<file path="src/mrn_pkg.sv">
// shared constants and types for the masked residual norms block
package mrn_pkg;

   localparam int MAX_DIM = 1024;
   localparam int CNT_W   = $clog2(MAX_DIM + 1);
   localparam int SIZE_W  = 11;
   localparam int DATA_W  = 32;
   localparam int PROD_W  = 2 * DATA_W;
   localparam int MAG_W   = 31;
   localparam int SQ_W    = 2 * MAG_W;
   localparam int ACC_W   = 64;
   localparam int COORD_W = 11;
   localparam int CSR_W   = 2;
   localparam int QDEPTH  = 4;
   localparam int QPTR_W  = $clog2(QDEPTH);
   localparam int QCNT_W  = $clog2(QDEPTH + 1);

   typedef enum logic [CSR_W-1:0] {
      CSR_SIZE_X     = 2'd0,
      CSR_SIZE_Y     = 2'd1,
      CSR_SIZE_Z     = 2'd2,
      CSR_SCALE_COEF = 2'd3
   } csr_index_type;

   // effective grid sizes, already clamped to 1..MAX_DIM
   typedef struct packed {
      logic [CNT_W-1:0] sx;
      logic [CNT_W-1:0] sy;
      logic [CNT_W-1:0] sz;
   } size_type;

   // one queued cell with its coordinates and end-of-grid mark
   typedef struct packed {
      logic signed [DATA_W-1:0] divergence;
      logic                     cell_valid;
      logic [CNT_W-1:0]         x;
      logic [CNT_W-1:0]         y;
      logic [CNT_W-1:0]         z;
      logic                     last;
   } item_type;

   typedef struct packed {
      logic empty;
      logic full;
   } queue_status_type;

endpackage

</file>
<file path="src/mrn_channels.sv">
// valid/ready channel interfaces for cell words and result words
interface mrn_req_if;
   logic                                   valid;
   logic                                   ready;
   logic signed [mrn_pkg::DATA_W-1:0]      divergence;
   logic                                   cell_valid;

   modport source (output valid, divergence, cell_valid, input ready);
   modport sink   (input valid, divergence, cell_valid, output ready);
endinterface


</file>
<file path="src/mrn_front.sv">
// front part: takes cell words, tracks grid coordinates, marks the last cell
module mrn_front (
   input  logic                      clock,
   input  logic                      reset,
   mrn_req_if.sink                   req_ch,
   input  mrn_pkg::size_type         sizes,
   input  mrn_pkg::queue_status_type q_status,
   output logic                      push,
   output mrn_pkg::item_type         push_item
);

   logic [mrn_pkg::CNT_W-1:0] cnt_x_ff, cnt_x_in;
   logic [mrn_pkg::CNT_W-1:0] cnt_y_ff, cnt_y_in;
   logic [mrn_pkg::CNT_W-1:0] cnt_z_ff, cnt_z_in;
   logic                      end_x, end_y, end_z, last;

   assign req_ch.ready = !q_status.full;
   assign push         = req_ch.valid && !q_status.full;

   // a counter at or past its size ends the axis
   assign end_x = (cnt_x_ff >= sizes.sx);
   assign end_y = (cnt_y_ff >= sizes.sy);
   assign end_z = (cnt_z_ff >= sizes.sz);
   assign last  = end_x && end_y && end_z;

   assign push_item.divergence = req_ch.divergence;
   assign push_item.cell_valid = req_ch.cell_valid;
   assign push_item.x          = cnt_x_ff;
   assign push_item.y          = cnt_y_ff;
   assign push_item.z          = cnt_z_ff;
   assign push_item.last       = last;

   always_comb begin
      cnt_x_in = cnt_x_ff;
      cnt_y_in = cnt_y_ff;
      cnt_z_in = cnt_z_ff;
      if (push) begin
         if (last) begin
            cnt_x_in = mrn_pkg::CNT_W'(1);
            cnt_y_in = mrn_pkg::CNT_W'(1);
            cnt_z_in = mrn_pkg::CNT_W'(1);
         end else if (end_x) begin
            cnt_x_in = mrn_pkg::CNT_W'(1);
            if (end_y) begin
               cnt_y_in = mrn_pkg::CNT_W'(1);
               cnt_z_in = cnt_z_ff + 1'b1;
            end else begin
               cnt_y_in = cnt_y_ff + 1'b1;
            end
         end else begin
            cnt_x_in = cnt_x_ff + 1'b1;
         end
      end
   end

   always_ff @(posedge clock) begin
      if (reset) begin
         cnt_x_ff <= mrn_pkg::CNT_W'(1);
         cnt_y_ff <= mrn_pkg::CNT_W'(1);
         cnt_z_ff <= mrn_pkg::CNT_W'(1);
      end else begin
         cnt_x_ff <= cnt_x_in;
         cnt_y_ff <= cnt_y_in;
         cnt_z_ff <= cnt_z_in;
      end
   end

endmodule

</file>
<file path="src/flat_wrapper.sv">
// flat-port wrapper written by rule: the top's interface ports become plain ports
module mrn_front_flat 
  (clock, reset, sizes, q_status, push, push_item, req_ch_valid, req_ch_divergence, req_ch_cell_valid, req_ch_ready);
  mrn_req_if req_ch_i ();
  input  logic clock;
  input  logic reset;
  input  mrn_pkg::size_type sizes;
  input  mrn_pkg::queue_status_type q_status;
  output logic push;
  output mrn_pkg::item_type push_item;
  input wire logic [$bits(req_ch_i.valid)-1:0] req_ch_valid;
  input wire logic [$bits(req_ch_i.divergence)-1:0] req_ch_divergence;
  input wire logic [$bits(req_ch_i.cell_valid)-1:0] req_ch_cell_valid;
  output wire logic [$bits(req_ch_i.ready)-1:0] req_ch_ready;
  assign req_ch_i.valid = req_ch_valid;
  assign req_ch_i.divergence = req_ch_divergence;
  assign req_ch_i.cell_valid = req_ch_cell_valid;
  assign req_ch_ready = req_ch_i.ready;
  mrn_front u_core (.clock(clock), .reset(reset), .req_ch(req_ch_i), .sizes(sizes), .q_status(q_status), .push(push), .push_item(push_item));
endmodule
</file>
<file path="config.mk">
export PLATFORM = sky130hd
export DESIGN_NAME = mrn_front_flat
export DESIGN_NICKNAME = d
export VERILOG_FILES = /design/src/mrn_pkg.sv /design/src/mrn_channels.sv /design/src/mrn_front.sv /design/src/flat_wrapper.sv
export SDC_FILE = /design/constraint.sdc
export NUM_CORES = 1
export LEC_CHECK = 0
export BUFFER_PORTS_ARGS = -buffer_cell sky130_fd_sc_hd__buf_2
export CAP_MARGIN = 20
export CORE_MARGIN = 4
export CORE_UTILIZATION = 41
export DETAILED_ROUTE_END_ITERATION = 12
export PLACE_DENSITY = 0.77
export SYNTH_ARGS = -nofsm -noshare
export SYNTH_HDL_FRONTEND = slang
export SYNTH_SLANG_ARGS = --single-unit
</file>
<file path="constraint.sdc">
create_clock -name clock -period 2.1 [get_ports clock]
set_input_delay 0.105 -clock clock [delete_from_list [all_inputs] [get_ports clock]]
set_output_delay 0.105 -clock clock [all_outputs]
set_load 0.01 [all_outputs]
</file>
==> run_results.csv <==
group,metric,value,unit
clock_tree,cts_max_path_buffers,2,
sta,worst_hold_slack,0.137,ns
clock_tree,clkTransAtPathRegs,0.07,ns
layout,final_core_util,0.592,
setup_path,cp-end-kind,"primary output",
synth,synthFlopType,"dfxtp_1",
grt,overflow,0,
grt,track_usage,0.170,
power_and_ir_drop,p_total,1.39,mW
placed_design,dpl.hpwl,5130,um
synth,synth_area,0.00266,sq mm
setup_path,cp.depth,10,
setup_path,required,2.00,ns
route,drt-wirelength-per-cell,13.8,um
sta,fin_setup_tns,-0.0877,ns
grt,grt_max_degree,14,
clock_tree,cts_tree,"yes",
setup_path,critPathBufInv,4,
synth,yosys.area_share.adder,0.169,
synth,yosysTopAreaCellShare,0.248,
sta,worst_slack,-0.0657,ns
sta,fmax,462,MHz
layout,ff_latch_area,674,sq um
synth,yosysTopAreaCell,"dfxtp_1",
route,route.detailed.drc,0,
hold_path,hold_depth,2,
clock_tree,clock_latency,0.29,ns
synth,ys_top_cells_by_area,"dfxtp_1 (25%), ha_1 (17%), buf_4 (9.9%)",
synth,synthMuxAreaShare,0.00752,
sta,drv_slew,0,
sta,period_needed,2.17,ns
layout,multi_input_area,0.00187,sq mm
floorplanning,fp.dieH,88.6,um
setup_path,crit_type,"reg2out",
synth,synth_common_cells,"inv_1 (42), ha_1 (36), buf_4 (35), dfxtp_1 (33), nor2_1 (26)",
placed_design,gp_congestion,0.841,
sta,rsz0062_at_grt,"true",
power_and_ir_drop,p_int,1.00,mW
hold_path,hold_path.class,"in2reg",
synth,synth_edf_count,0,
layout,area_delta_synth_final,40.3,%
route,ant_nets,0,
grt,grt_antenna_before_repair,0,
setup_path,critical_path_arrival,2.06,ns
power_and_ir_drop,clockPowerShare,0.339,
layout,fillCellCount,540,
layout,fin_nets,544,
job,drv_cap,0,
setup_path,rr_worst_depth,8,
setup_path,crit_fanout,2,
sta,slew_headroom,0.790,
run_status,status,"complete, but fails checks",
power_and_ir_drop,leakage,1.83,nW
clock_tree,ctsRootBufferMaster,"clkbuf_8",
layout,antennaDiodeCount,0,
layout,drive_above_1_share,0.470,
synth,ys_types,44,
synth,synthSimpleGateAreaFrac,0.206,
synth,syn-num-nets,443,
sta,hold_viol_final,0,
power_and_ir_drop,power.density,372,mW/mm^2
floorplanning,pin_count,140,
hold_path,hold_path_end,"u_core.cnt_z_ff[1]$_SDFFE_PP0P_",
synth,synth_top_family_by_area,"simple AND/OR/NAND/NOR gates",
placed_design,portBuffers,72,
synth,yosysWarnings,0,
synth,synth_xor_xnor_area_share,0.0362,
route,vias,2712,
setup_path,max_stage_delay,0.33,ns
synth,yosysMostFrequentCell,"inv_1",
grt,grt_pass1_vias,2583,
power_and_ir_drop,peakVddDrop,238,uV
floorplanning,core,0.00631,sq mm
setup_path,regToRegStartpoint,"u_core.cnt_x_ff[4]$_SDFFE_PP0P_",
route,drt_iter0_drc,100,
floorplanning,fp-row-count,29,
clock_tree,cts.sinks,33,
run_status,violations,"setup timing",
floorplanning,initial_core_util,0.422,
setup_path,crit_chain,"inv_2 -> ha_4 -> nand2b_4 -> a211o_1 -> a211oi_2 -> buf_4 -> o21a_1 -> buf_6 -> nor3_2 -> buf_2",
setup_path,rrSetupSlack,-0.01,ns
synth,yosys_register_bits,33,
floorplanning,die_x,88.6,um
synth,syn_inst,336,
clock_tree,h-tree-depth,2,
power_and_ir_drop,p_seq_frac,0.469,
synth,ys_seq_area_frac,0.248,
synth,synth-async-reset-ratio,0,
setup_path,cp-start-kind,"register",
synth,synth_compound_area_frac,0.163,
setup_path,reg2reg_to,"u_core.cnt_y_ff[5]$_SDFFE_PP0P_",
sta,period_share,1.03,
grt,grt_pass1_wl,10800,um
route,via_per_inst,5.27,
power_and_ir_drop,switching_share,0.279,
setup_path,crit_path_top_delay_cell,"dfxtp_2",
route,wl,7090,um
synth,synth_area_per_cell,7.92,sq um
clock_tree,cts_made_buffers,5,
clock_tree,hold_buffers,0,
setup_path,path_delay_family,"compound AO/OA/AOI/OAI gates",
sta,worst_pin_slew,0.315,ns
floorplanning,design.die.area,0.00785,sq mm
sta,finalClockSkew,0.0130,ns
route,drt-pass1-iter-count,4,
power_and_ir_drop,pwr-share-comb,0.191,
sta,setup_viol,3,
power_and_ir_drop,switching_power,388,uW
hold_path,worstHoldStart,"reset",
-- what timing repair did --
action                     in CTS  in global routing
cloned                          0                  3
resized for setup              15                 59
setup endpoints to repair      14                 24
buffers inserted                9                  7
pin swaps                      13                 18
hold endpoints to repair        0                  0
-- power by group through the flow --
stage                     Combinational, mW  Sequential (mW)  Clock (mW)
after detailed placement              0.210            0.664           0
after CTS                             0.218            0.650       0.477
after floorplan                       0.165            0.676           0
after global placement                0.201            0.664           0
after global routing                  0.300            0.654       0.516
final                                 0.266            0.652       0.472
-- sequential cells by signal, summed over array words and instances, names as in the netlist --
name	cells
u_core.cnt_x_ff	11
u_core.cnt_y_ff	11
u_core.cnt_z_ff	11
-- layout make-up --
| class | instances | area share |
|---|---|---|
| multi-input cells | 219 | 0.500 |
| repair buffers | 135 | 0.228 |
| flip-flops and latches | 33 | 0.181 |
| inverters | 43 | 0.0432 |
| well taps | 77 | 0.0258 |
| clock buffers | 6 | 0.0194 |
| clock inverters | 2 | 0.00268 |
-- logic make-up after synthesis --
kind of cell / Yosys count
flip-flops: 33
AO/OA/AOI/OAI: 65
multiplexers: 2
adder cells (fa/ha/maj): 36
buffers and inverters: 84
XOR/XNOR: 11
AND/OR/NAND/NOR: 105
-- cell usage in the layout (no fill, tap or decap), types with 3 or more instances in the layout --
master    Yosys  routed
clkbuf_8      0       5
o21ai_2       0       4
nand2_1      21      19
buf_4        35      56
a211o_1       3       3
o31ai_1       5       4
buf_2         5      73
or4_4         0       3
buf_6         0       6
a221o_1       3       3
o21ai_0      10       9
a21oi_2       0       7
nor2_2        0       3
inv_2         1       4
a211oi_1      5       3
a211oi_2      1       3
nor2_1       26      23
xor2_1        7       7
dfxtp_1      33      22
a21oi_1      20      13
ha_1         36      23
and4_1        6       6
or3_1         6       5
inv_1        42      39
and3_1        9       7
xnor2_1       4       4
nand3_1      10      10
ha_4          0      12
dfxtp_2       0      11
nand4_1       9       9
-- layer usage --
metal  part of all wire  GRT usage  vias up
li1                   -          -     1350
met1               0.44      0.209     1267
met2               0.49      0.291       79
met3              0.055     0.0372       16
met4              0.014     0.0591        0
met5                  0          0        -
-- stage by stage --
step / cells / worst slack [ns] / cell area, sq um
finish: 515 / -0.0657 / 3730
global route: 515 / -0.172 / 3730
CTS: 505 / -0.108 / 3370
detailed placement: 488 / -0.123 / 3160
global placement: 488 / -0.0891 / 3160
floorplan: 336 / 0.0231 / 2660
-- worst register-to-register path, cell delays in order (launching register included) --
cell and delay [ns]:
dfxtp_1 0.34, ha_1 0.30, a21oi_1 0.08, o21ai_2 0.15
a21oi_2 0.07, o31a_1 0.32, buf_6 0.15, or4_4 0.51
a21oi_2 0.15
-- worst max path at each step --
stage                                       to                            start  slack (ns)
5_1_grt                           push_item[0]  u_core.cnt_y_ff[0]$_SDFFE_PP1P_       -0.17
4_1_cts                           push_item[0]  u_core.cnt_y_ff[0]$_SDFFE_PP1P_       -0.11
3_5_place_dp   u_core.cnt_z_ff[3]$_SDFFE_PP0P_  u_core.cnt_y_ff[0]$_SDFFE_PP1P_       -0.12
2_1_floorplan  u_core.cnt_z_ff[7]$_SDFFE_PP0P_  u_core.cnt_y_ff[0]$_SDFFE_PP1P_        0.02
6_report                          push_item[0]  u_core.cnt_y_ff[0]$_SDFFE_PP1P_       -0.07
3_3_place_gp   u_core.cnt_z_ff[4]$_SDFFE_PP0P_  u_core.cnt_y_ff[0]$_SDFFE_PP1P_       -0.09
No activity file was read; power rests on OpenSTA's default activity.
