==> src/mrn_pkg.sv <==
// shared constants and types for the masked residual norms block
package mrn_pkg;

   localparam int MAX_DIM = 1024;
   localparam int CNT_W   = $clog2(MAX_DIM + 1);
   localparam int SIZE_W  = 11;
   localparam int DATA_W  = 32;
   localparam int PROD_W  = 2 * DATA_W;
   localparam int MAG_W   = 31;
   localparam int SQ_W    = 2 * MAG_W;
   localparam int ACC_W   = 64;
   localparam int COORD_W = 11;
   localparam int CSR_W   = 2;
   localparam int QDEPTH  = 4;
   localparam int QPTR_W  = $clog2(QDEPTH);
   localparam int QCNT_W  = $clog2(QDEPTH + 1);

   typedef enum logic [CSR_W-1:0] {
      CSR_SIZE_X     = 2'd0,
      CSR_SIZE_Y     = 2'd1,
      CSR_SIZE_Z     = 2'd2,
      CSR_SCALE_COEF = 2'd3
   } csr_index_type;

   // effective grid sizes, already clamped to 1..MAX_DIM
   typedef struct packed {
      logic [CNT_W-1:0] sx;
      logic [CNT_W-1:0] sy;
      logic [CNT_W-1:0] sz;
   } size_type;

   // one queued cell with its coordinates and end-of-grid mark
   typedef struct packed {
      logic signed [DATA_W-1:0] divergence;
      logic                     cell_valid;
      logic [CNT_W-1:0]         x;
      logic [CNT_W-1:0]         y;
      logic [CNT_W-1:0]         z;
      logic                     last;
   } item_type;

   typedef struct packed {
      logic empty;
      logic full;
   } queue_status_type;

endpackage

==> src/mrn_queue.sv <==
// short register queue between the front and back parts
module mrn_queue (
   input  logic                      clock,
   input  logic                      reset,
   input  logic                      push,
   input  mrn_pkg::item_type         push_item,
   input  logic                      pop,
   output mrn_pkg::item_type         head_item,
   output mrn_pkg::queue_status_type status
);

   mrn_pkg::item_type                 entry_ff [mrn_pkg::QDEPTH];
   logic [mrn_pkg::QPTR_W-1:0]        wr_ptr_ff, wr_ptr_in;
   logic [mrn_pkg::QPTR_W-1:0]        rd_ptr_ff, rd_ptr_in;
   logic [mrn_pkg::QCNT_W-1:0]        count_ff, count_in;
   logic                              do_push, do_pop;

   assign status.empty = (count_ff == '0);
   assign status.full  = (count_ff == mrn_pkg::QCNT_W'(mrn_pkg::QDEPTH));
   assign do_push      = push && !status.full;
   assign do_pop       = pop && !status.empty;
   assign head_item    = entry_ff[rd_ptr_ff];

   always_comb begin
      wr_ptr_in = wr_ptr_ff;
      rd_ptr_in = rd_ptr_ff;
      count_in  = count_ff;
      if (do_push) begin
         wr_ptr_in = (wr_ptr_ff == mrn_pkg::QPTR_W'(mrn_pkg::QDEPTH - 1)) ? '0
                     : wr_ptr_ff + 1'b1;
      end
      if (do_pop) begin
         rd_ptr_in = (rd_ptr_ff == mrn_pkg::QPTR_W'(mrn_pkg::QDEPTH - 1)) ? '0
                     : rd_ptr_ff + 1'b1;
      end
      if (do_push && !do_pop) begin
         count_in = count_ff + 1'b1;
      end else if (do_pop && !do_push) begin
         count_in = count_ff - 1'b1;
      end
   end

   always_ff @(posedge clock) begin
      if (reset) begin
         wr_ptr_ff <= '0;
         rd_ptr_ff <= '0;
         count_ff  <= '0;
      end else begin
         wr_ptr_ff <= wr_ptr_in;
         rd_ptr_ff <= rd_ptr_in;
         count_ff  <= count_in;
      end
   end

   always_ff @(posedge clock) begin
      if (do_push) begin
         entry_ff[wr_ptr_ff] <= push_item;
      end
   end

endmodule

==> config.mk <==
export PLATFORM = sky130hd
export DESIGN_NAME = mrn_queue
export DESIGN_NICKNAME = d
export VERILOG_FILES = /design/src/mrn_pkg.sv /design/src/mrn_queue.sv
export SDC_FILE = /design/constraint.sdc
export NUM_CORES = 1
export LEC_CHECK = 0
export ABC_AREA = 1
export BUFFER_PORTS_ARGS = -buffer_cell sky130_fd_sc_hd__buf_2
export CAP_MARGIN = 10
export CORE_MARGIN = 10
export CORE_UTILIZATION = 40
export CTS_BUF_LIST = sky130_fd_sc_hd__clkbuf_2
export DETAILED_ROUTE_END_ITERATION = 6
export GPL_TIMING_DRIVEN = 0
export PLACE_DENSITY = 0.57
export SLEW_MARGIN = 40
export SYNTH_ARGS = -nofsm -noshare
export SYNTH_HDL_FRONTEND = slang
export SYNTH_SLANG_ARGS = --single-unit
==> constraint.sdc <==
create_clock -name clock -period 5.5 [get_ports clock]
set_input_delay 1.1 -clock clock [delete_from_list [all_inputs] [get_ports clock]]
set_output_delay 1.1 -clock clock [all_outputs]
set_load 0.005 [all_outputs]
==> results of run 1 <==
## registers in the layout (all words and copies together) (netlist names), named ones only
register,flops
wr_ptr_ff,2
count_ff,3
rd_ptr_ff,2
entry_ff,268
## per-stage QoR
step	instance area (um2)	util	std cells	power (mW)	setup WS (ns)
after global routing	12700	0.492	1335	6.20	1.74
after CTS	12700	0.492	1334	5.92	1.88
after global placement	11600	0.447	1193	4.40	-1.64
after floorplan	10400	-	719	3.60	0.964
after detailed placement	12000	0.466	1212	4.48	2.75
final	12700	0.492	1335	5.80	2.02
## power by group
part / switching [mW] / leakage, nW / internal (mW)
clock network: 0.792 / 0.482 / 0.621
registers: 0.0583 / 2.53 / 2.56
logic: 1.08 / 1.67 / 0.683
total: 1.93 / 4.69 / 3.87
## cell usage after synthesis (all sizes together)
library cell	count	area share
o22ai	67	0.040
ha	6	0.0072
nand3b	2	0.0014
nor2	151	0.054
a21oi	2	0.00096
nand4	1	0.00060
nand3	1	0.00048
edfxtp	268	0.77
xor2	1	0.00084
clkbuf	18	0.0084
buf	25	0.019
fa	1	0.0019
nand2	14	0.0050
inv	18	0.0070
o21ai	135	0.065
dfxtp	9	0.017
## worst paths after layout
check / from / end / slack, ns / depth (start not counted)
worst max-delay path: register / head_item[3] / 2.02 / 5
worst min-delay path: push_item[18] / entry_ff[0][18] / 0.48 / 1
worst max register to register: count_ff[1] / count_ff[1] / 3.36 / 9
worst min register to register: count_ff[1] / count_ff[1] / 0.54 / 2
## area by class of cell
class	instances	area, um2
tap	335	419
multi-input combinational	381	1880
fill	2342	13100
clock inverter	24	176
antenna	1	2.50
buffer	43	285
timing repair buffer	158	1160
sequential	277	8230
inverter	18	72.6
clock buffer	98	490
## metal layers
layer | GRT usage | routed length (um) | part of all wire
met1 | 0.183 | 10800 | 0.43
met2 | 0.240 | 11900 | 0.48
met3 | 0.0449 | 1790 | 0.071
met4 | 0.0605 | 543 | 0.022
met5 | 0 | 23 | 0.00092
## cells by family (layout without fill, tap and decap cells)
kind of cell,Yosys count,count (layout),share of synthesized area
adders and majority gates,7,7,0.00911
and+or+nand+nor,169,169,0.0618
DFF,277,277,0.788
xor gates and xnor gates,1,1,0.000839
buffers and inverters,61,341,0.0343
AOI/OAI and AO/OA,204,204,0.106
other,0,1,0
## critical path: stages (launching register included)
cell	delay, ns
sky130_fd_sc_hd__dfxtp_1	0.40
sky130_fd_sc_hd__inv_2	0.14
sky130_fd_sc_hd__clkbuf_1	0.46
sky130_fd_sc_hd__o21ai_0	0.20
sky130_fd_sc_hd__o22ai_1	0.24
sky130_fd_sc_hd__buf_2	0.17
## layout by cell type (no fill, tap or decap), types with 2 or more instances in the layout
| cell type | count |
|---|---|
| sky130_fd_sc_hd__edfxtp_1 | 268 |
| sky130_fd_sc_hd__buf_2 | 153 |
| sky130_fd_sc_hd__nor2_1 | 147 |
| sky130_fd_sc_hd__o21ai_0 | 132 |
| sky130_fd_sc_hd__clkbuf_2 | 105 |
| sky130_fd_sc_hd__o22ai_1 | 67 |
| sky130_fd_sc_hd__clkinv_1 | 18 |
| sky130_fd_sc_hd__inv_1 | 16 |
| sky130_fd_sc_hd__nand2_1 | 14 |
| sky130_fd_sc_hd__buf_16 | 14 |
| sky130_fd_sc_hd__buf_6 | 10 |
| sky130_fd_sc_hd__dfxtp_1 | 9 |
| sky130_fd_sc_hd__clkbuf_1 | 8 |
| sky130_fd_sc_hd__buf_8 | 6 |
| sky130_fd_sc_hd__ha_1 | 6 |
| sky130_fd_sc_hd__nor2_4 | 4 |
| sky130_fd_sc_hd__clkbuf_4 | 3 |
| sky130_fd_sc_hd__o21ai_1 | 3 |
| sky130_fd_sc_hd__bufinv_16 | 3 |
| sky130_fd_sc_hd__inv_2 | 2 |
| sky130_fd_sc_hd__a21oi_1 | 2 |
| sky130_fd_sc_hd__nand3b_1 | 2 |
| sky130_fd_sc_hd__clkinvlp_4 | 2 |
==> Flow_metrics.wiki, run 1 <==
{| class="wikitable"
! Metric !! Value
|-
| Result of the run || finished clean
|-
| Ratio of cells with drive above 1 in the final layout || 0.303
|-
| Worst Clk Skew || 0.0638 ns
|-
| Post-CTS setup buffers || 0
|-
| Number of max-cap violations || 0
|-
| CTS buffer count || 71
|-
| Overall routed net length || 25100 um
|-
| CTS clock-pin slew for the worst setup and hold paths || 0.10 ns
|-
| Chip Width || 182 um
|-
| Final count of pins violating max slew || 0
|-
| Final critical-path required period || 3.48 ns
|-
| Critical path class || register to output pin
|-
| Standby leakage power || 4.69 nW
|-
| Hold Vio Cnt, Final || 0
|-
| Synthesis warning total || 0
|-
| IO Port Bufs || 139
|-
| Global placer's final weighted congestion || 0.722
|-
| Max Fclk || 0.287 GHz
|-
| CTS tree || yes
|-
| Post-Syn Area || 10400 um2
|-
| Count of antenna-violating nets left after detailed routing || 0
|-
| Die area || 33000 um2
|-
| Min-delay worst type || input port to register
|-
| Layout Area Growth over Synthesis || 21.8%
|-
| Data arrival time at the worst-slack endpoint || 2.38 ns
|-
| Unrepaired setup endpoints after global routing || no
|-
| Rel. slew slack || 0.619
|-
| Cts-stage hold buffer count || 0
|-
| Core region area || 25800 um2
|-
| Iter 0 DRT Violations || 353
|-
| Global router's overall resource usage || 0.149
|-
| Wire length of the first global-routing pass || 38100 um
|-
| Clock Tree Buf Depth || 3
|-
| Number of levels the H-tree was split into || 3
|-
| DR vias || 6696
|-
| Maximum number of pins on one net before global-route repair || 18
|-
| Router iterations before antenna repair || 4
|-
| Kind of capture point of the worst setup path || output pin
|-
| Post-synth cell types || 23
|-
| Portion of the post-synthesis area used by sequential elements || 0.788
|-
| Boundary Pins || 140
|-
| Std-Cell Rows || 59
|-
| Sum of negative setup slack || 0 ns
|-
| Resized Gates After CTS || 0
|-
| Critical path startpoint category || register
|-
| Root cell of the clock tree || sky130_fd_sc_hd__clkbuf_2
|-
| Clock Latency Late Sink || 0.82 ns
|-
| Initial Util || 0.404
|-
| Mean cell area of the mapped netlist || 14.5 um2
|-
| Final Cycle Share || 0.633
|-
| Worst-Margin Slew || 0.572 ns
|-
| Avg Vias per Cell || 5.02
|-
| Vias in the first global route || 6854
|-
| Initial antenna violation count || 3
|-
| DRC || 0
|-
| Count of nets after finishing || 1028
|-
| Critical Path RT || 4.40 ns
|-
| Routed wire length per instance || 18.8 um
|-
| Max Fanout on Critical Path || 10
|-
| Synthesized flop and latch total || 277
|-
| Net count after synthesis || 797
|-
| Sum of net half-perimeters after detailed placement || 16300 um
|-
| Final setup vio count || 0
|-
| Grt ovf || 0
|-
| Worst hold margin || 0.484 ns
|-
| Power density over the cells || 456 nW/um2
|-
| Post-synthesis cell count || 719
|-
| Worst VDD drop || 0.000225 V
|-
| Chip height || 182 um
|-
| CTS sink count || 277
|}
No activity file was read; power rests on OpenSTA's default activity.
==> run 2, diff against run 1 <==
--- a/config.mk
+++ b/config.mk
@@ -13,7 +13,7 @@
 export CTS_BUF_LIST = sky130_fd_sc_hd__clkbuf_2
 export DETAILED_ROUTE_END_ITERATION = 6
 export GPL_TIMING_DRIVEN = 0
-export PLACE_DENSITY = 0.57
+export PLACE_DENSITY = 0.59
 export SLEW_MARGIN = 40
 export SYNTH_ARGS = -nofsm -noshare
 export SYNTH_HDL_FRONTEND = slang
==> constraint.sdc (replaced) <==
create_clock -name clock -period 3.07 [get_ports clock]
set_input_delay 0.614 -clock clock [delete_from_list [all_inputs] [get_ports clock]]
set_output_delay 0.614 -clock clock [all_outputs]
set_load 0.005 [all_outputs]
==> Flow_metrics.wiki, run 2 (same netlist as run 1, synthesis figures left out) <==
{| class="wikitable"
! Metric !! Value
|-
| Die area || 33000 um2 (unchanged)
|-
| Max Fclk || 0.350 GHz
|-
| Largest registers || entry_ff: 268 flops, count_ff: 3 flops (unchanged)
|-
| Power density over the cells || 782 nW/um2 (was 456 nW/um2)
|-
| Final critical-path required period || 2.86 ns
|-
| Number of max-cap violations || 0 (unchanged)
|-
| Critical Path RT || 2.46 ns (was 4.40 ns)
|-
| Root cell of the clock tree || sky130_fd_sc_hd__clkbuf_2 (unchanged)
|-
| Count of antenna-violating nets left after detailed routing || 0 (unchanged)
|-
| Post-CTS setup buffers || 0 (unchanged)
|-
| Layout Area Growth over Synthesis || 27.9% (was 21.8%)
|-
| Overall routed net length || 25900 um (was 25100 um)
|-
| Internal power || 6.95 mW (was 3.87 mW)
|-
| Result of the run || finished clean (unchanged)
|-
| IO Port Bufs || 139 (unchanged)
|-
| Wire length of the first global-routing pass || 40000 um (was 38100 um)
|-
| Area after DPL || 12000 um2 (about the same)
|-
| Post-layout instance area || 13400 um2 (was 12700 um2)
|-
| Max reg flops || 268 (unchanged)
|-
| Combinational power share || 0.313 (was 0.305)
|-
| Power share of the clock group || 0.236 (was 0.244)
|-
| Boundary Pins || 140 (unchanged)
|-
| CTS buffer count || 72 (was 71)
|-
| Core region area || 25800 um2 (unchanged)
|-
| Data arrival time at the worst-slack endpoint || 2.24 ns (was 2.38 ns)
|-
| Kind of capture point of the worst setup path || output pin (unchanged)
|-
| Avg Vias per Cell || 5.01 (was 5.02)
|-
| Grt ovf || 0 (unchanged)
|-
| Worst reg2reg setup slack || 0.83 ns (was 3.36 ns)
|-
| Register-to-Register Path Depth || 7 (was 9)
|-
| CTS sink count || 277 (unchanged)
|-
| Std-Cell Rows || 59 (unchanged)
|-
| Worst VDD drop || 0.000464 V (was 0.000225 V)
|-
| Rel. slew slack || 0.647 (was 0.619)
|-
| Initial Util || 0.404 (unchanged)
|-
| Chip Width || 182 um (unchanged)
|-
| Number of cells on the worst hold path || 4 (was 1)
|-
| Ratio of cells with drive above 1 in the final layout || 0.297 (was 0.303)
|-
| Global router's overall resource usage || 0.153 (was 0.149)
|-
| Router iterations before antenna repair || 5 (was 4)
|-
| Chip height || 182 um (unchanged)
|-
| Reg power frac || 0.450 (was 0.452)
|-
| Final setup vio count || 0 (unchanged)
|-
| CTS tree || yes (unchanged)
|-
| Standby leakage power || 4.97 nW (was 4.69 nW)
|-
| Source of the worst hold timing path || pop (was push_item[18])
|-
| CTS clock-pin slew for the worst setup and hold paths || 0.09 ns (was 0.10 ns)
|-
| Worst-Margin Slew || 0.528 ns (was 0.572 ns)
|-
| Clock Tree Buf Depth || 3 (unchanged)
|-
| Unrepaired setup endpoints after global routing || no (unchanged)
|-
| Maximum number of pins on one net before global-route repair || 19 (was 18)
|-
| Critical path class || register to output pin (unchanged)
|-
| Final count of pins violating max slew || 0 (unchanged)
|-
| Reg-to-Reg Start || count_ff[1] (unchanged)
|-
| Count of nets after finishing || 1097 (was 1028)
|-
| Clock Latency Late Sink || 0.80 ns (was 0.82 ns)
|-
| DRC || 0 (unchanged)
|-
| Final Cycle Share || 0.930
|-
| Min-delay worst type || input port to register (unchanged)
|-
| Sw power || 3.49 mW (was 1.93 mW)
|-
| Sum of negative setup slack || 0 ns (unchanged)
|-
| Register with the highest flop count || entry_ff (unchanged)
|-
| Hold Vio Cnt, Final || 0 (unchanged)
|-
| Commonest cells after routing, fill and taps aside || sky130_fd_sc_hd__edfxtp_1, sky130_fd_sc_hd__nor2_1, sky130_fd_sc_hd__buf_2, sky130_fd_sc_hd__o21ai_0, sky130_fd_sc_hd__clkbuf_2 (was sky130_fd_sc_hd__edfxtp_1, sky130_fd_sc_hd__buf_2, sky130_fd_sc_hd__nor2_1, sky130_fd_sc_hd__o21ai_0, sky130_fd_sc_hd__clkbuf_2)
|-
| Worst Clk Skew || 0.0562 ns (was 0.0638 ns)
|-
| Switching Share || 0.334 (was 0.333)
|-
| Initial antenna violation count || 3 (unchanged)
|-
| Global placer's final weighted congestion || 0.769 (was 0.722)
|-
| Critical path startpoint category || register (unchanged)
|-
| Hold endpoint || rd_ptr_ff[1] (was entry_ff[0][18])
|-
| Iter 0 DRT Violations || 453 (was 353)
|-
| Vias in the first global route || 7441 (was 6854)
|-
| Number of levels the H-tree was split into || 3 (unchanged)
|-
| Routed wire length per instance || 18.5 um (was 18.8 um)
|-
| Worst reg2reg path endpoint || entry_ff[1][14] (was count_ff[1])
|-
| Sum of net half-perimeters after detailed placement || 16500 um (was 16300 um)
|-
| Most common cell after layout, fill and taps aside || sky130_fd_sc_hd__edfxtp_1 (unchanged)
|-
| DR vias || 7025 (was 6696)
|-
| Max Fanout on Critical Path || 10 (unchanged)
|}
run 2: changes by cell type in the layout (fill, tap and decap cells not counted), sizes merged:
cell and change:
clkbuf +9, bufinv -1, clkinv -6, buf -5, diode +2, dlygate4sd3 +69
inv -1
run 2: routing by layer:
layer  GRT usage  vias to the layer above  wire length [um]
met3      0.0414                       37              1580
met2       0.252                      217             12600
met5           0                        -                 0
li1            -                     3345                 -
met4      0.0576                        0               419
met1       0.190                     3426             11300
run 2: how the worst max path moves through the flow:
stage	from	end	slack, ns	depth (start not counted)
after global placement	push	entry_ff[3][17]	-3.65	3
after CTS	register	head_item[23]	0.02	6
final	register	head_item[12]	0.21	5
after global routing	register	head_item[12]	0.001	5
after detailed placement	push	entry_ff[1][18]	0.74	6
after floorplan	push	entry_ff[0][0]	-0.98	2
run 2: repair_timing:
action | in CTS | in global routing
resized for setup | 4 | 16
endpoints found under the setup margin | 3 | 21
hold buffers | 68 | 1
hold endpoints to repair | 265 | 1
run 2: through the flow:
step | setup WS (ns) | util | hold WS [ns] | instances | total power [mW]
final | 0.213 | 0.517 | 0.169 | 1402 | 10.4
after global routing | 0.00125 | 0.517 | 0.113 | 1402 | 11.1
after CTS | 0.0193 | 0.515 | 0.00215 | 1398 | 10.6
after detailed placement | 0.737 | 0.464 | 0.532 | 1211 | 8.04
after global placement | -3.65 | 0.447 | 0.518 | 1193 | 7.86
after floorplan | -0.980 | - | 0.483 | 719 | 6.44
run 2: power groups by stage:
stage	clock [mW]	combinational [mW]	sequential, mW
after global placement	0	3.00	4.87
after detailed placement	0	3.25	4.79
after global routing	2.75	3.65	4.74
after CTS	2.57	3.33	4.70
after floorplan	0	1.64	4.81
final	2.47	3.27	4.70
run 2: area by class of cell:
cell class	instances	area [um2]
fillers	2330	12500
flip-flops and latches	277	8230
multi-input cells	381	1900
repair buffers	226	1780
clock buffers	103	515
well taps	335	419
plain buffers	43	309
clock inverters	16	123
inverters	18	72.6
diodes	3	7.51
run 2: worst max-delay path: stages, from the launching register on:
cell	delay [ns]
sky130_fd_sc_hd__dfxtp_1	0.39
sky130_fd_sc_hd__inv_2	0.12
sky130_fd_sc_hd__buf_1	0.40
sky130_fd_sc_hd__o21ai_0	0.17
sky130_fd_sc_hd__o22ai_1	0.22
sky130_fd_sc_hd__buf_2	0.16
==> run 3, diff against run 2 <==
--- a/config.mk
+++ b/config.mk
@@ -6,7 +6,7 @@
 export NUM_CORES = 1
 export LEC_CHECK = 0
 export ABC_AREA = 1
-export BUFFER_PORTS_ARGS = -buffer_cell sky130_fd_sc_hd__buf_2
+export BUFFER_PORTS_ARGS = -buffer_cell sky130_fd_sc_hd__buf_4
 export CAP_MARGIN = 10
 export CORE_MARGIN = 10
 export CORE_UTILIZATION = 40
@@ -14,6 +14,7 @@
 export DETAILED_ROUTE_END_ITERATION = 6
 export GPL_TIMING_DRIVEN = 0
 export PLACE_DENSITY = 0.59
+export SETUP_SLACK_MARGIN = 0.4
 export SLEW_MARGIN = 40
 export SYNTH_ARGS = -nofsm -noshare
 export SYNTH_HDL_FRONTEND = slang
==> Flow_metrics.wiki, run 3 (same netlist as run 1, synthesis figures left out) <==
{| class="wikitable"
! Metric !! Value
|-
| Kind of capture point of the worst setup path || output pin (unchanged)
|-
| Iter 0 DRT Violations || 377 (was 453)
|-
| Source of the worst hold timing path || push (was pop)
|-
| Router iterations before antenna repair || 6 (was 5)
|-
| Final core utilization || 0.565 (was 0.517)
|-
| Commonest cells after routing, fill and taps aside || sky130_fd_sc_hd__edfxtp_1, sky130_fd_sc_hd__buf_4, sky130_fd_sc_hd__clkbuf_2, sky130_fd_sc_hd__nor2_1, sky130_fd_sc_hd__o21ai_0 (was sky130_fd_sc_hd__edfxtp_1, sky130_fd_sc_hd__nor2_1, sky130_fd_sc_hd__buf_2, sky130_fd_sc_hd__o21ai_0, sky130_fd_sc_hd__clkbuf_2)
|-
| Chip height || 182 um (unchanged)
|-
| Vias in the first global route || 7463 (was 7441)
|-
| Routing usage on met1 || 0.198 (was 0.190)
|-
| Chip Width || 182 um (unchanged)
|-
| Standby leakage power || 5.41 nW (was 4.97 nW)
|-
| Max Fanout on Critical Path || 6 (was 10)
|-
| Global placer's final weighted congestion || 0.747 (was 0.769)
|-
| CTS sink count || 277 (unchanged)
|-
| Clock Tree Buf Depth || 3 (unchanged)
|-
| Wire length of the first global-routing pass || 40900 um (was 40000 um)
|-
| Met2 Resource Use GR || 0.254 (was 0.252)
|-
| Hold Vio Cnt, Final || 0 (unchanged)
|-
| Clock Latency Late Sink || 0.80 ns (about the same)
|-
| CTS clock-pin slew for the worst setup and hold paths || 0.09 ns (about the same)
|-
| Count of antenna-violating nets left after detailed routing || 0 (unchanged)
|-
| Avg Vias per Cell || 4.96 (was 5.01)
|-
| Largest stage delay, worst path || 0.38 ns (was 0.40 ns)
|-
| Worst Clk Skew || 0.0573 ns (was 0.0562 ns)
|-
| Critical Path RT || 2.46 ns (about the same)
|-
| Final count of pins violating max slew || 0 (unchanged)
|-
| Maximum number of pins on one net before global-route repair || 18 (was 19)
|-
| Global router's overall resource usage || 0.157 (was 0.153)
|-
| Post-layout instance area || 14600 um2 (was 13400 um2)
|-
| Global routing met3 resource utilization || 0.0398 (was 0.0414)
|-
| Number of levels the H-tree was split into || 3 (unchanged)
|-
| Ratio of cells with drive above 1 in the final layout || 0.390 (was 0.297)
|-
| CTS tree || yes (unchanged)
|-
| Area after DPL || 12300 um2 (was 12000 um2)
|-
| DRC || 0 (unchanged)
|-
| Sum of net half-perimeters after detailed placement || 16500 um (about the same)
|-
| Largest registers || entry_ff: 268 flops, count_ff: 3 flops (unchanged)
|-
| Register-to-Register Path Depth || 7 (unchanged)
|-
| Rel. slew slack || 0.674 (was 0.647)
|-
| Total power after layout || 11.6 mW (was 10.4 mW)
|-
| Initial Util || 0.404 (unchanged)
|-
| Number of cells on the worst hold path || 3 (was 4)
|-
| Boundary Pins || 140 (unchanged)
|-
| Worst-Margin Slew || 0.487 ns (was 0.528 ns)
|-
| Cells traversed along the worst timing path || buf_12 -> inv_16 -> buf_16 -> clkbuf_16 -> nor2_4 -> o22ai_2 -> buf_4 (was inv_2 -> buf_1 -> o21ai_0 -> o22ai_1 -> buf_2)
|-
| Register with the highest flop count || entry_ff (unchanged)
|-
| Number of max-cap violations || 0 (unchanged)
|-
| Core region area || 25800 um2 (unchanged)
|-
| Critical path class || register to output pin (unchanged)
|-
| Root cell of the clock tree || sky130_fd_sc_hd__clkbuf_2 (unchanged)
|-
| Unrepaired setup endpoints after global routing || yes (was no)
|-
| Final Cycle Share || 0.888 (was 0.930)
|-
| Peak-usage layer in the global routing report || met2 (unchanged)
|-
| Result of the run || finished clean (unchanged)
|-
| CTS buffer count || 70 (was 72)
|-
| Layout Area Growth over Synthesis || 39.7% (was 27.9%)
|-
| DR vias || 7035 (was 7025)
|-
| Reg-to-Reg Start || count_ff[1] (unchanged)
|-
| Power density over the cells || 793 nW/um2 (was 782 nW/um2)
|-
| Data arrival time at the worst-slack endpoint || 2.11 ns (was 2.24 ns)
|-
| Worst VDD drop || 0.000348 V (was 0.000464 V)
|-
| Slowest CP cell || sky130_fd_sc_hd__dfxtp_4 (was sky130_fd_sc_hd__buf_1)
|-
| Max reg flops || 268 (unchanged)
|-
| Std-Cell Rows || 59 (unchanged)
|-
| Critical path startpoint category || register (unchanged)
|-
| Overall routed net length || 26800 um (was 25900 um)
|-
| Initial antenna violation count || 1 (was 3)
|-
| Most common cell after layout, fill and taps aside || sky130_fd_sc_hd__edfxtp_1 (unchanged)
|-
| Min-delay worst type || input port to register (unchanged)
|-
| Final critical-path required period || 2.73 ns (was 2.86 ns)
|-
| IO Port Bufs || 139 (unchanged)
|-
| Die area || 33000 um2 (unchanged)
|-
| Count of nets after finishing || 1105 (was 1097)
|-
| Routed wire length per instance || 18.9 um (was 18.5 um)
|-
| Worst reg2reg setup slack || 0.81 ns (was 0.83 ns)
|-
| Final setup vio count || 0 (unchanged)
|-
| Max Fclk || 0.367 GHz (was 0.350 GHz)
|-
| Grt ovf || 0 (unchanged)
|}
==> run 3: changes by cell type in the layout (fill, tap and decap cells not counted), moves of 3 or more <==
cell	previous run	this run
sky130_fd_sc_hd__buf_12	0	8
sky130_fd_sc_hd__buf_16	10	15
sky130_fd_sc_hd__buf_2	147	1
sky130_fd_sc_hd__buf_4	1	144
sky130_fd_sc_hd__buf_8	9	12
sky130_fd_sc_hd__clkbuf_16	0	6
sky130_fd_sc_hd__clkbuf_2	117	114
sky130_fd_sc_hd__nor2_1	147	100
sky130_fd_sc_hd__nor2_2	0	36
sky130_fd_sc_hd__nor2_4	4	15
sky130_fd_sc_hd__o21ai_0	132	96
sky130_fd_sc_hd__o21ai_1	3	36
sky130_fd_sc_hd__o22ai_1	65	28
sky130_fd_sc_hd__o22ai_2	2	39
==> run 3: worst paths after layout <==
| check | to |
|---|---|
| max reg2reg | entry_ff[3][21] |
| min reg2reg | count_ff[1] |
| max | head_item[63] |
| min | wr_ptr_ff[1] |
==> run 3: critical path, delay by kind of cell, from the launching register on <==
family / cells / cell delay, ns
compound gates: 1 / 0.19
flops: 1 / 0.38
simple gates: 1 / 0.03
buf+inv: 5 / 0.68
==> run 3: area by class of cell <==
| cell class | instances | area (um2) |
|---|---|---|
| inverters | 18 | 83.8 |
| clock buffers | 108 | 541 |
| clock inverters | 18 | 97.6 |
| flip-flops and latches | 277 | 8240 |
| fillers | 2184 | 11300 |
| repair buffers | 235 | 2370 |
| plain buffers | 43 | 495 |
| well taps | 335 | 419 |
| multi-input cells | 381 | 2330 |
| diodes | 2 | 5.00 |
| repair inverters | 1 | 11.3 |
==> run 3: where the power goes <==
group | switching (mW) | internal (mW) | leakage, nW
sequential | 0.119 | 4.60 | 2.53
clock | 1.43 | 1.01 | 0.502
combinational | 2.28 | 2.13 | 2.38
total | 3.83 | 7.74 | 5.41
==> run 3: layer usage <==
layer	up-vias	wire (um)
li1	3352	-
met1	3443	11700
met2	194	13200
met3	46	1340
met4	0	556
met5	-	0
==> run 3: metrics by stage <==
step                setup TNS (ns)  hold slack, ns  std cells  setup WS (ns)
finish                           0           0.130       1418          0.343
global route                     0          0.0531       1418          0.213
CTS                              0          0.0223       1411          0.202
detailed placement               0           0.524       1211          0.731
global placement           -388.85           0.517       1193          -1.55
floorplan                        0           0.483        719         0.0978
==> run 3: timing repair <==
action | CTS | global route
cloned | 4 | 5
buffers inserted | 2 | 0
gates resized for setup | 71 | 154
endpoints found under the hold margin | 269 | 0
hold buffers | 68 | 0
endpoints found under the setup margin | 67 | 67
pin swaps | 11 | 43
